==> config.mk <==
export PLATFORM = sky130hd
export DESIGN_NAME = xlb_cell
export DESIGN_NICKNAME = d
export VERILOG_FILES = /design/src/hdl/xlb_pkg.sv /design/src/hdl/xlb_cell.sv
export SDC_FILE = /design/constraint.sdc
export NUM_CORES = 1
export LEC_CHECK = 0
export BUFFER_PORTS_ARGS = -buffer_cell sky130_fd_sc_hd__buf_2
export CAP_MARGIN = 20
export CORE_AREA = 2 2 207 209
export CTS_CLUSTER_SIZE = 12
export DETAILED_ROUTE_END_ITERATION = 16
export DIE_AREA = 0 0 209 211
export MAX_ROUTING_LAYER = met4
export SYNTH_ARGS = -nofsm -noshare
export SYNTH_HDL_FRONTEND = slang
export SYNTH_SLANG_ARGS = --single-unit
==> constraint.sdc <==
create_clock -name clk -period 4.5 [get_ports clk]
set_clock_uncertainty 0.2 [all_clocks]
set_input_delay 0.45 -clock clk [delete_from_list [all_inputs] [get_ports clk]]
set_output_delay 0.45 -clock clk [all_outputs]
set_load 0.01 [all_outputs]
==> src/hdl/xlb_pkg.sv <==
// Package for the GF(2) XOR linear basis block.
// Holds operation codes, fixed port widths and the cell control struct.
package xlb_pkg;

  localparam int OPERAND_BITS = 63;
  localparam int DEF_WORD_BITS = 63;

  typedef enum logic [1:0] {
    OP_INSERT = 2'd0,
    OP_REDUCE = 2'd1,
    OP_MAX    = 2'd2,
    OP_KTH    = 2'd3
  } op_t;

  typedef struct packed {
    logic valid;
    op_t  op;
    logic done;
    logic ok;
  } ctl_t;

endpackage

==> src/hdl/xlb_cell.sv <==
// One basis slot of the XOR linear basis chain and its stage register.
// Depends on xlb_pkg.
module xlb_cell #(
  parameter int W   = 63,
  parameter int IDX = 0,
  parameter int IW  = 6
) (
  input  logic                         clk,
  input  logic                         rst,
  input  xlb_pkg::ctl_t                up_ctl,
  input  logic [W-1:0]                 up_v,
  input  logic [xlb_pkg::OPERAND_BITS-1:0] up_k,
  input  xlb_pkg::ctl_t                dn_ctl,
  input  logic [W-1:0]                 dn_v,
  input  logic [xlb_pkg::OPERAND_BITS-1:0] dn_k,
  input  logic [IW-1:0]                tgt,
  input  logic                         wr_en,
  input  logic [W-1:0]                 wr_data,
  output xlb_pkg::ctl_t                out_ctl,
  output logic [W-1:0]                 out_v,
  output logic [xlb_pkg::OPERAND_BITS-1:0] out_k,
  output logic [W-1:0]                 slot
);
  import xlb_pkg::*;

  ctl_t                    in_ctl;
  logic [W-1:0]            in_v;
  logic [OPERAND_BITS-1:0] in_k;
  ctl_t                    ctl_next;
  logic [W-1:0]            v_next;
  logic [OPERAND_BITS-1:0] k_next;
  logic                    store;
  logic [W-1:0]            x;

  always_comb begin
    if (up_ctl.valid && up_ctl.op != OP_KTH) begin
      in_ctl = up_ctl;
      in_v   = up_v;
      in_k   = up_k;
    end else if (dn_ctl.valid && dn_ctl.op == OP_KTH) begin
      in_ctl = dn_ctl;
      in_v   = dn_v;
      in_k   = dn_k;
    end else begin
      in_ctl = '0;
      in_v   = dn_v;
      in_k   = dn_k;
    end
    x        = in_v ^ slot;
    ctl_next = in_ctl;
    v_next   = in_v;
    k_next   = in_k;
    store    = 1'b0;
    if (in_ctl.valid && !in_ctl.done) begin
      unique case (in_ctl.op)
        OP_INSERT: begin
          if (in_v[IDX]) begin
            if (slot == '0) begin
              store         = 1'b1;
              ctl_next.done = 1'b1;
              ctl_next.ok   = 1'b1;
            end else begin
              v_next = x;
              if (x == '0) begin
                ctl_next.done = 1'b1;
                ctl_next.ok   = 1'b0;
              end
            end
          end
        end
        OP_REDUCE: begin
          if (IW'(IDX) < tgt && in_v[IDX]) begin
            v_next = x;
          end
        end
        OP_MAX: begin
          if (x > in_v) begin
            v_next = x;
          end
        end
        default: begin
          if (in_k != '0 && slot != '0) begin
            if (in_k[0]) begin
              v_next = x;
            end
            k_next = {1'b0, in_k[OPERAND_BITS-1:1]};
          end
        end
      endcase
    end
  end

  always_ff @(posedge clk) begin
    if (rst) begin
      slot          <= '0;
      out_ctl.valid <= 1'b0;
    end else begin
      if (store) begin
        slot <= in_v;
      end else if (wr_en && tgt == IW'(IDX)) begin
        slot <= wr_data;
      end
      out_ctl.valid <= ctl_next.valid;
    end
    out_ctl.op   <= ctl_next.op;
    out_ctl.done <= ctl_next.done;
    out_ctl.ok   <= ctl_next.ok;
    out_v        <= v_next;
    out_k        <= k_next;
  end

endmodule

==> results.toml, run 1 <==
[timing]
hold_violations = 0
tns_ns = 0
final-max-slew-violation-count = 0
worst_pin_slew_ns = 0.892
fmax_mhz = 252
maxSlewHeadroom = 0.400
period_share = 0.882
setup_viol = 0
rsz0062_at_grt = "false"
final.min_clock_period_ns = 3.97

[die]
die_y_microns = 211
die_x_microns = 209
die_area_sq_um = 44100
fp.coreArea_sq_um = 41800
rows = 75
initial_core_util = 0.267
ios = 528

[clock_network]
cts_max_level = 4
clkSlewWorstSetupHoldPaths_ns = 0.08
cts.sinks = 194
worstSkewPairLatency_ns = 0.45
cts_buffers = 17
hold_buffers = 0
clockRootBuffer = "clkbuf_16"
cts_resized = 0
cts_tree = "done"
cts_buffer_depth = 2
cts_setup_buffers = 0

[grt]
antenna_found_initial = 18
grt-ovfl-total = 0
grt_usage = 0.238
grt_max_degree = 65
grt_pass1_vias = 11400
grt_pass1_wl_microns = 74600

[worst_setup_path]
crit_required_ns = 4.70
r2r_cells = 10
criticalPathCategory = "reg -> reg"
crit_slowest_cell = "nor4_1"
crit_chain = "nor4_1 -> nand4_1 -> nor4b_2 -> nand2_1 -> nand3_1 -> a21boi_0 -> buf_4 -> nand2_1 -> a41oi_1 -> a311o_1"
critPathArrivalTime_ns = 4.17
r2r-end = "out_v[46]$_DFF_P_"
r2r_setup_slack_ns = 0.53
crit_cells = 10
path_buf_inv = 1
end_kind = "register"
crit_path_frequent_cell = "nand2_1"
reg2reg_from = "slot[27]$_SDFFE_PP0P_"
start_kind = "register"
crit_family = "simple AND/OR/NAND/NOR gates"
cp_slowest_stage_delay_ns = 0.70
startpoint = "slot[27]$_SDFFE_PP0P_"
worstPathMaxFanout = 6

[power_and_ir_drop]
ir_worst_vdd_mv = 1.37
p_leak_uw = 0.00675
p_per_area_nw_per_um2 = 849
p_total_uw = 12800

[synthesis]
synth-seq-cells = 194
synth-adder-area-share = 0.0359
synth_enable_flop_cells = 0
syn_area_per_cell_sq_um = 10.3
synth-simple-area-share = 0.120
synth-seq-area-share = 0.349
synth_cell_type_count = 70
synthMuxAreaShare = 0.279
synth_top_family_by_area = "multiplexers"
syn_inst = 1086
synth_flop_cell = "dfxtp_1"
ys_warn_count = 0
synth-xor-area-share = 0.0228
syn_area_sq_um = 11100
synth_fp_nets = 1452
synth_compound_area_frac = 0.148
async_flop_share = 0

[place]
io_buffers = 527
place_area_sq_um = 14400
dp_hpwl_microns = 42500
dpl.cell_count = 2104
gp_congestion = 0.918

[detailed_routing]
detail_route.wl_per_cell_microns = 24.2
drc_errors = 0
num_vias = 11200
ant_nets = 0
vias_per_cell = 5.21
drtIter0Drc = 729
wl_microns = 52000
drt_pass1_iterations = 5

[finish]
layout.nets = 1950
fin_util = 0.360
syn2layout_area_growth_pct = 35.0
fin_area_sq_um = 15000
final_cells = 2150
drive_above_1_share = 0.465

[outcome]
status = "finished, final reports clean"

[worst_hold_path]
hold_class = "in -> reg"
whs_path_depth = 3
hold_path.startpoint = "up_k[62]"
hold_end = "out_k[62]$_DFF_P_"

[job]
cap_violations = 0
## registers in the layout, summed over array words and instances (netlist names)
signal and count:
out_v 63, out_k 63, slot 63, out_ctl 5
## metrics by stage
stage,hold WS [ns],setup slack [ns]
floorplan,0.337,0.0231
global placement,0.345,0.390
detailed placement,0.359,0.337
CTS,0.0653,0.446
global route,0.0923,0.273
finish,0.102,0.532
## routing by layer
layer  vias to the layer above  share of wire  GRT usage
li1                       5185              -          -
met1                      5467           0.39      0.258
met2                       482           0.52      0.428
met3                        75          0.061     0.0492
met4                         0          0.030     0.0887
met5                         -              0          -
## cell usage after synthesis (12+ instances only)
cell,n,share of area
nor4_1,36,0.020
nand2_1,56,0.019
nand4_1,22,0.012
buf_2,18,0.0081
nand3_1,12,0.0054
xnor2_1,29,0.023
a211oi_1,87,0.059
clkbuf_1,45,0.015
mux4_2,62,0.13
mux2i_1,99,0.089
mux2_2,58,0.059
nor2_1,101,0.034
ha_1,32,0.036
o22ai_1,17,0.0095
dfxtp_1,194,0.35
o21ai_0,21,0.0094
a21oi_1,28,0.013
inv_1,29,0.0098
## tightest hold or removal path, stage by stage
cell and delay, ns:
buf_2 0.11, nand2_1 0.07, a21oi_1 0.06
## worst max path at each step
stage                                     to  slack [ns]
after floorplan            out_v[44]$_DFF_P_        0.02
after global placement    out_ctl[0]$_DFF_P_        0.39
after global routing       out_v[46]$_DFF_P_        0.27
after detailed placement  out_ctl[0]$_DFF_P_        0.34
after CTS                  out_v[46]$_DFF_P_        0.45
final                      out_v[46]$_DFF_P_        0.53
## report_power, final
part	leakage (uW)	switching (uW)	internal [uW]
registers	0.00161	563	2310
logic	0.00486	5410	2910
clock network	0.000279	776	798
total	0.00675	6750	6020
## final cells by class
cell class,instances,area (sq um)
Clock inverter,14,141
Inverter,29,109
Multi-Input combinational cell,781,6790
Timing Repair Buffer,561,2970
Sequential cell,194,3880
Antenna cell,14,35.0
Fill cell,4309,26700
Tap cell,539,674
Clock buffer,18,439
## logic make-up (layout without fill, tap and decap cells)
group | Yosys count | in the layout
simple gates | 273 | 273
flops | 194 | 194
fa+ha+maj | 32 | 32
other cells | 0 | 14
compound gates | 223 | 223
mux | 224 | 224
xor+xnor | 29 | 29
buf+inv | 111 | 622
## cells in the final DEF, fill, tap and decap left out, drive strengths merged, types with 37 or more instances in the layout
cell and count:
nand2 56, a211oi 87, dfxtp 194, buf 561, nor4 38, mux2i 101
inv 37, mux4 62, mux2 61, nor2 101
No activity file was read; power rests on OpenSTA's default activity.
==> run 2, diff against run 1 <==
--- a/config.mk
+++ b/config.mk
@@ -7,10 +7,11 @@
 export LEC_CHECK = 0
 export BUFFER_PORTS_ARGS = -buffer_cell sky130_fd_sc_hd__buf_2
 export CAP_MARGIN = 20
-export CORE_AREA = 2 2 207 209
+export CORE_AREA = 2 2 205 207
+export CTS_BUF_LIST = sky130_fd_sc_hd__clkbuf_4 sky130_fd_sc_hd__clkbuf_8
 export CTS_CLUSTER_SIZE = 12
 export DETAILED_ROUTE_END_ITERATION = 16
-export DIE_AREA = 0 0 209 211
+export DIE_AREA = 0 0 207 209
 export MAX_ROUTING_LAYER = met4
 export SYNTH_ARGS = -nofsm -noshare
 export SYNTH_HDL_FRONTEND = slang
==> run 2 against run 1 <==
Net effect:
- register-to-register slack gained 0.07 ns
- cell count rose by 0.42%
- clock power fell by 24%
- die area fell by 1.9%
- final area decreased by 0.79%
- critical path type unchanged
==> results.toml, run 2 (synthesis gave the netlist of run 1 again) <==
[finish]
drive_above_1_share = 0.465
fin_area_sq_um = 14900
syn2layout_area_growth_pct = 34.0
fin_util = 0.361
layout_commonest_cell = "buf_2"
final_cell_mix = "buf_2, dfxtp_1, nor2_1, mux2i_1, a211oi_1"
nFillCells = 4266
layout.nets = 1960
reg_top3 = "out_k x63, out_v x63, slot x63"

[die]
ios = 528
initial_core_util = 0.270
fp.coreArea_sq_um = 41300
die_x_microns = 207
rows = 75
die_area_sq_um = 43300
die_y_microns = 209

[outcome]
status = "finished, final reports clean"

[worst_setup_path]
crit_family = "simple AND/OR/NAND/NOR gates"
cp_slowest_stage_delay_ns = 0.56
end_kind = "register"
crit_chain = "nor4_1 -> nand4_1 -> nor4_2 -> nand2_1 -> a32o_1 -> o21ai_2 -> a21o_2 -> buf_12 -> mux2i_1"
crit_required_ns = 4.74
worstPathMaxFanout = 21
critPathArrivalTime_ns = 4.13
criticalPathCategory = "reg -> reg"
start_kind = "register"
crit_slowest_cell = "nor4_1"
path_buf_inv = 1

[detailed_routing]
num_vias = 11400
ant_nets = 0
vias_per_cell = 5.29
wl_microns = 51800
drc_errors = 0
drtIter0Drc = 830
drt_pass1_iterations = 5
detail_route.wl_per_cell_microns = 24.0

[grt]
grt_usage = 0.240
grt_pass1_vias = 11300
grt_max_degree = 71
antenna_found_initial = 16
grt_pass1_wl_microns = 74800
grt-ovfl-total = 0

[timing]
period_share = 0.865
maxSlewHeadroom = 0.408
worst_pin_slew_ns = 0.884
final.min_clock_period_ns = 3.89
fmax_mhz = 257
setup_viol = 0
rsz0062_at_grt = "false"
final-max-slew-violation-count = 0
tns_ns = 0
hold_violations = 0

[place]
dp_hpwl_microns = 42500
io_buffers = 527
gp_congestion = 1.00
place_area_sq_um = 14500

[clock_network]
cts.sinks = 194
cts_tree = "done"
worstSkewPairLatency_ns = 0.53
cts_resized = 0
cts_buffer_depth = 2
clkSlewWorstSetupHoldPaths_ns = 0.13
clockRootBuffer = "clkbuf_8"
cts_max_level = 4
cts_buffers = 17

[power_and_ir_drop]
p_per_area_nw_per_um2 = 814
ir_worst_vdd_mv = 1.52
p_leak_uw = 0.00672
p_total_uw = 12100

[job]
cap_violations = 0

[worst_hold_path]
hold_class = "in -> reg"
-- run 2: area by class of cell --
class	count	area, sq um	area share
Tap cell	539	674	0.0452
Sequential cell	194	3880	0.260
Inverter	29	109	0.00729
Clock buffer	17	234	0.0157
Clock inverter	15	145	0.00973
Timing Repair Buffer	571	3050	0.205
Multi-Input combinational cell	781	6790	0.455
Antenna cell	13	32.5	0.00218
-- run 2: final timing paths --
check / start / end / slack (ns) / cells past startpoint
setup / recovery: slot[59]$_SDFFE_PP0P_ / out_v[51]$_DFF_P_ / 0.61 / 9
hold / removal: wr_data[22] / slot[22]$_SDFFE_PP0P_ / 0.05 / 3
setup reg to reg: slot[59]$_SDFFE_PP0P_ / out_v[51]$_DFF_P_ / 0.61 / 9
hold reg to reg: slot[32]$_SDFFE_PP0P_ / out_v[32]$_DFF_P_ / 0.36 / 2
-- run 2: what timing repair did --
| action | 4_1_cts | 5_1_grt |
|---|---|---|
| hold buffers | 4 | 0 |
| buffers inserted | 0 | 0 |
| endpoints found under the hold margin | 3 | 0 |
-- run 2: layer usage --
metal / vias up / wire length [microns] / track usage
met2: 517 / 26400 / 0.423
met4: 0 / 1800 / 0.0869
met1: 5593 / 20700 / 0.272
met3: 81 / 2890 / 0.0430
li1: 5221 / - / -
met5: - / 0 / -
-- run 2: metrics by stage --
| stage | setup slack [ns] | hold WS (ns) | cells |
|---|---|---|---|
| 2_1_floorplan | 0.0231 | 0.337 | 1086 |
| 3_3_place_gp | 0.208 | 0.345 | 2110 |
| 3_5_place_dp | 0.118 | 0.353 | 2110 |
| 4_1_cts | 0.500 | 0.00679 | 2146 |
| 5_1_grt | 0.309 | 0.0225 | 2158 |
| 6_report | 0.606 | 0.0475 | 2159 |
-- run 2: tightest hold or removal path: cells and delay by family --
family          cells  cell delay, ns
compound gates      1            0.08
buf+inv             1            0.10
mux                 1            0.11
-- run 2: report_power, final --
part / internal (uW) / switching, uW / total (uW)
Sequential: 2300 / 540 / 2840
Clock: 453 / 742 / 1190
Combinational: 2920 / 5180 / 8100
Total: 5680 / 6460 / 12100
==> run 3, diff against run 2 <==
--- a/config.mk
+++ b/config.mk
@@ -7,12 +7,15 @@
 export LEC_CHECK = 0
 export BUFFER_PORTS_ARGS = -buffer_cell sky130_fd_sc_hd__buf_2
 export CAP_MARGIN = 20
-export CORE_AREA = 2 2 205 207
+export CELL_PAD_IN_SITES_DETAIL_PLACEMENT = 0
+export CELL_PAD_IN_SITES_GLOBAL_PLACEMENT = 1
+export CORE_AREA = 2 2 207 209
 export CTS_BUF_LIST = sky130_fd_sc_hd__clkbuf_4 sky130_fd_sc_hd__clkbuf_8
 export CTS_CLUSTER_SIZE = 12
 export DETAILED_ROUTE_END_ITERATION = 16
-export DIE_AREA = 0 0 207 209
+export DIE_AREA = 0 0 209 211
 export MAX_ROUTING_LAYER = met4
+export PLACE_DENSITY_LB_ADDON = 0.1
 export SYNTH_ARGS = -nofsm -noshare
 export SYNTH_HDL_FRONTEND = slang
 export SYNTH_SLANG_ARGS = --single-unit
==> run 3 against run 2 <==
Net effect:
- via count down 4.7%
- cell count down 0.32%
- wire length down 2.8%
- global-route usage down 1.2 points
- clock power down 4%
- total power up 0.73%
==> results.toml, run 3 (synthesis gave the netlist of run 1 again) <==
[outcome]
status = "finished, final reports clean"

[finish]
nFillCells = 4385
reg_top3 = "out_k x63, out_v x63, slot x63"
fin_util = 0.356
layout.nets = 1957
syn2layout_area_growth_pct = 33.5
drive_above_1_share = 0.466
layout_commonest_cell = "buf_2"
final_cell_mix = "buf_2, dfxtp_1, nor2_1, mux2i_1, a211oi_1"

[timing]
tns_ns = 0
hold_violations = 0
final-max-slew-violation-count = 0
period_share = 0.862
whs_ns = 0.0534
fmax_mhz = 258
setup_viol = 0
final.min_clock_period_ns = 3.88
maxSlewHeadroom = 0.294
worst_pin_slew_ns = 1.06
rsz0062_at_grt = "false"

[worst_setup_path]
start_kind = "register"
end_kind = "register"
criticalPathCategory = "reg -> reg"
r2r_setup_slack_ns = 0.62
critPathArrivalTime_ns = 4.12
crit_required_ns = 4.74
worstPathMaxFanout = 9

[job]
cap_violations = 0

[power_and_ir_drop]
ir_worst_vdd_mv = 1.52
p_per_area_nw_per_um2 = 822
p_switching_uw = 6550
clkPwrFrac = 0.093
power.internal_uw = 5680
p_seq_frac = 0.231
sw_frac_of_total = 0.535
pwr-share-comb = 0.676
p_leak_uw = 0.00669

[clock_network]
clockRootBuffer = "clkbuf_8"
cts_resized = 0
cts_max_level = 4
cts.sinks = 194
clkSlewWorstSetupHoldPaths_ns = 0.10
cts_tree = "done"
cts_setup_buffers = 0
cts_buffer_depth = 2
cts_buffers = 17
worstSkewPairLatency_ns = 0.50
hold_buffers = 2

[detailed_routing]
wl_microns = 50400
drtIter0Drc = 542
ant_nets = 0
drt_pass1_iterations = 5
detail_route.wl_per_cell_microns = 23.4
num_vias = 10900
drc_errors = 0
vias_per_cell = 5.05

[place]
dp_hpwl_microns = 40400
io_buffers = 527
gp_congestion = 0.857

[grt]
grt_pass1_vias = 10900
grt_pass1_wl_microns = 72300
grtUsageMet2 = 0.400
grt_max_degree = 64
grtUsageMet1 = 0.266
grt-ovfl-total = 0
grt_usage = 0.228
antenna_found_initial = 9
use_met3 = 0.0473
globalRoute.busiestLayer = "met2"

[die]
initial_core_util = 0.267
fp.coreArea_sq_um = 41800
die_y_microns = 211
rows = 75
ios = 528
die_area_sq_um = 44100
die_x_microns = 209

[worst_hold_path]
hold_class = "in -> reg"
run 3: cell count changes in the layout (fill, tap and decap cells not counted):
cell	before	now
clkbuf_8	17	22
inv_6	5	0
diode_2	13	9
clkbuf_4	0	3
clkinvlp_4	1	3
dlygate4sd3_1	4	2
inv_8	2	0
buf_12	6	5
bufinv_16	1	0
clkinv_2	3	2
clkinv_4	3	2
run 3: area by class of cell:
class	instances	area (sq um)	share of cell area
clock buffers	25	325	0.0219
repair buffers	568	3010	0.203
clock inverters	7	50.0	0.00337
flip-flops and latches	194	3880	0.261
inverters	29	109	0.00732
diodes	9	22.5	0.00151
multi-input cells	781	6790	0.457
well taps	539	674	0.0454
run 3: worst paths after layout:
path / start / end / depth (start not counted)
worst max register to register: slot[62]$_SDFFE_PP0P_ / out_v[14]$_DFF_P_ / 9
worst min register to register: slot[28]$_SDFFE_PP0P_ / out_v[28]$_DFF_P_ / 2
worst min-delay path: wr_data[0] / slot[0]$_SDFFE_PP0P_ / 3
worst max-delay path: slot[62]$_SDFFE_PP0P_ / out_v[14]$_DFF_P_ / 9
run 3: routing by layer:
layer,part of all wire,wire length [microns]
met5,0,0
met4,0.014,699
met3,0.059,2970
met2,0.51,25800
met1,0.42,20900
run 3: metrics by stage:
stage | cells | setup WS, ns | cell area [sq um] | power, uW
2_1_floorplan | 1086 | 0.0231 | 11100 | 7780
3_3_place_gp | 2109 | 0.279 | 14500 | 11200
3_5_place_dp | 2109 | 0.229 | 14500 | 11200
4_1_cts | 2143 | 0.615 | 14800 | 12400
5_1_grt | 2151 | 0.264 | 14900 | 13400
6_report | 2152 | 0.622 | 14900 | 12200
run 3: power by group through the flow:
stage	registers [uW]	clock network, uW	logic, uW
global route	2940	1240	9220
finish	2820	1140	8270
global placement	2870	0	8340
detailed placement	2860	0	8360
CTS	2820	1190	8410
floorplan	2960	0	4820
run 3: worst max-delay path, cell delays in order, from the launching register on:
cell	delay [ns]
dfxtp_1	0.31
buf_4	0.17
nor4_1	0.61
nand4_1	0.47
nor4_2	0.43
nand2_1	0.31
a21oi_1	0.66
o21ai_0	0.16
a311oi_1	0.35
a311o_1	0.16
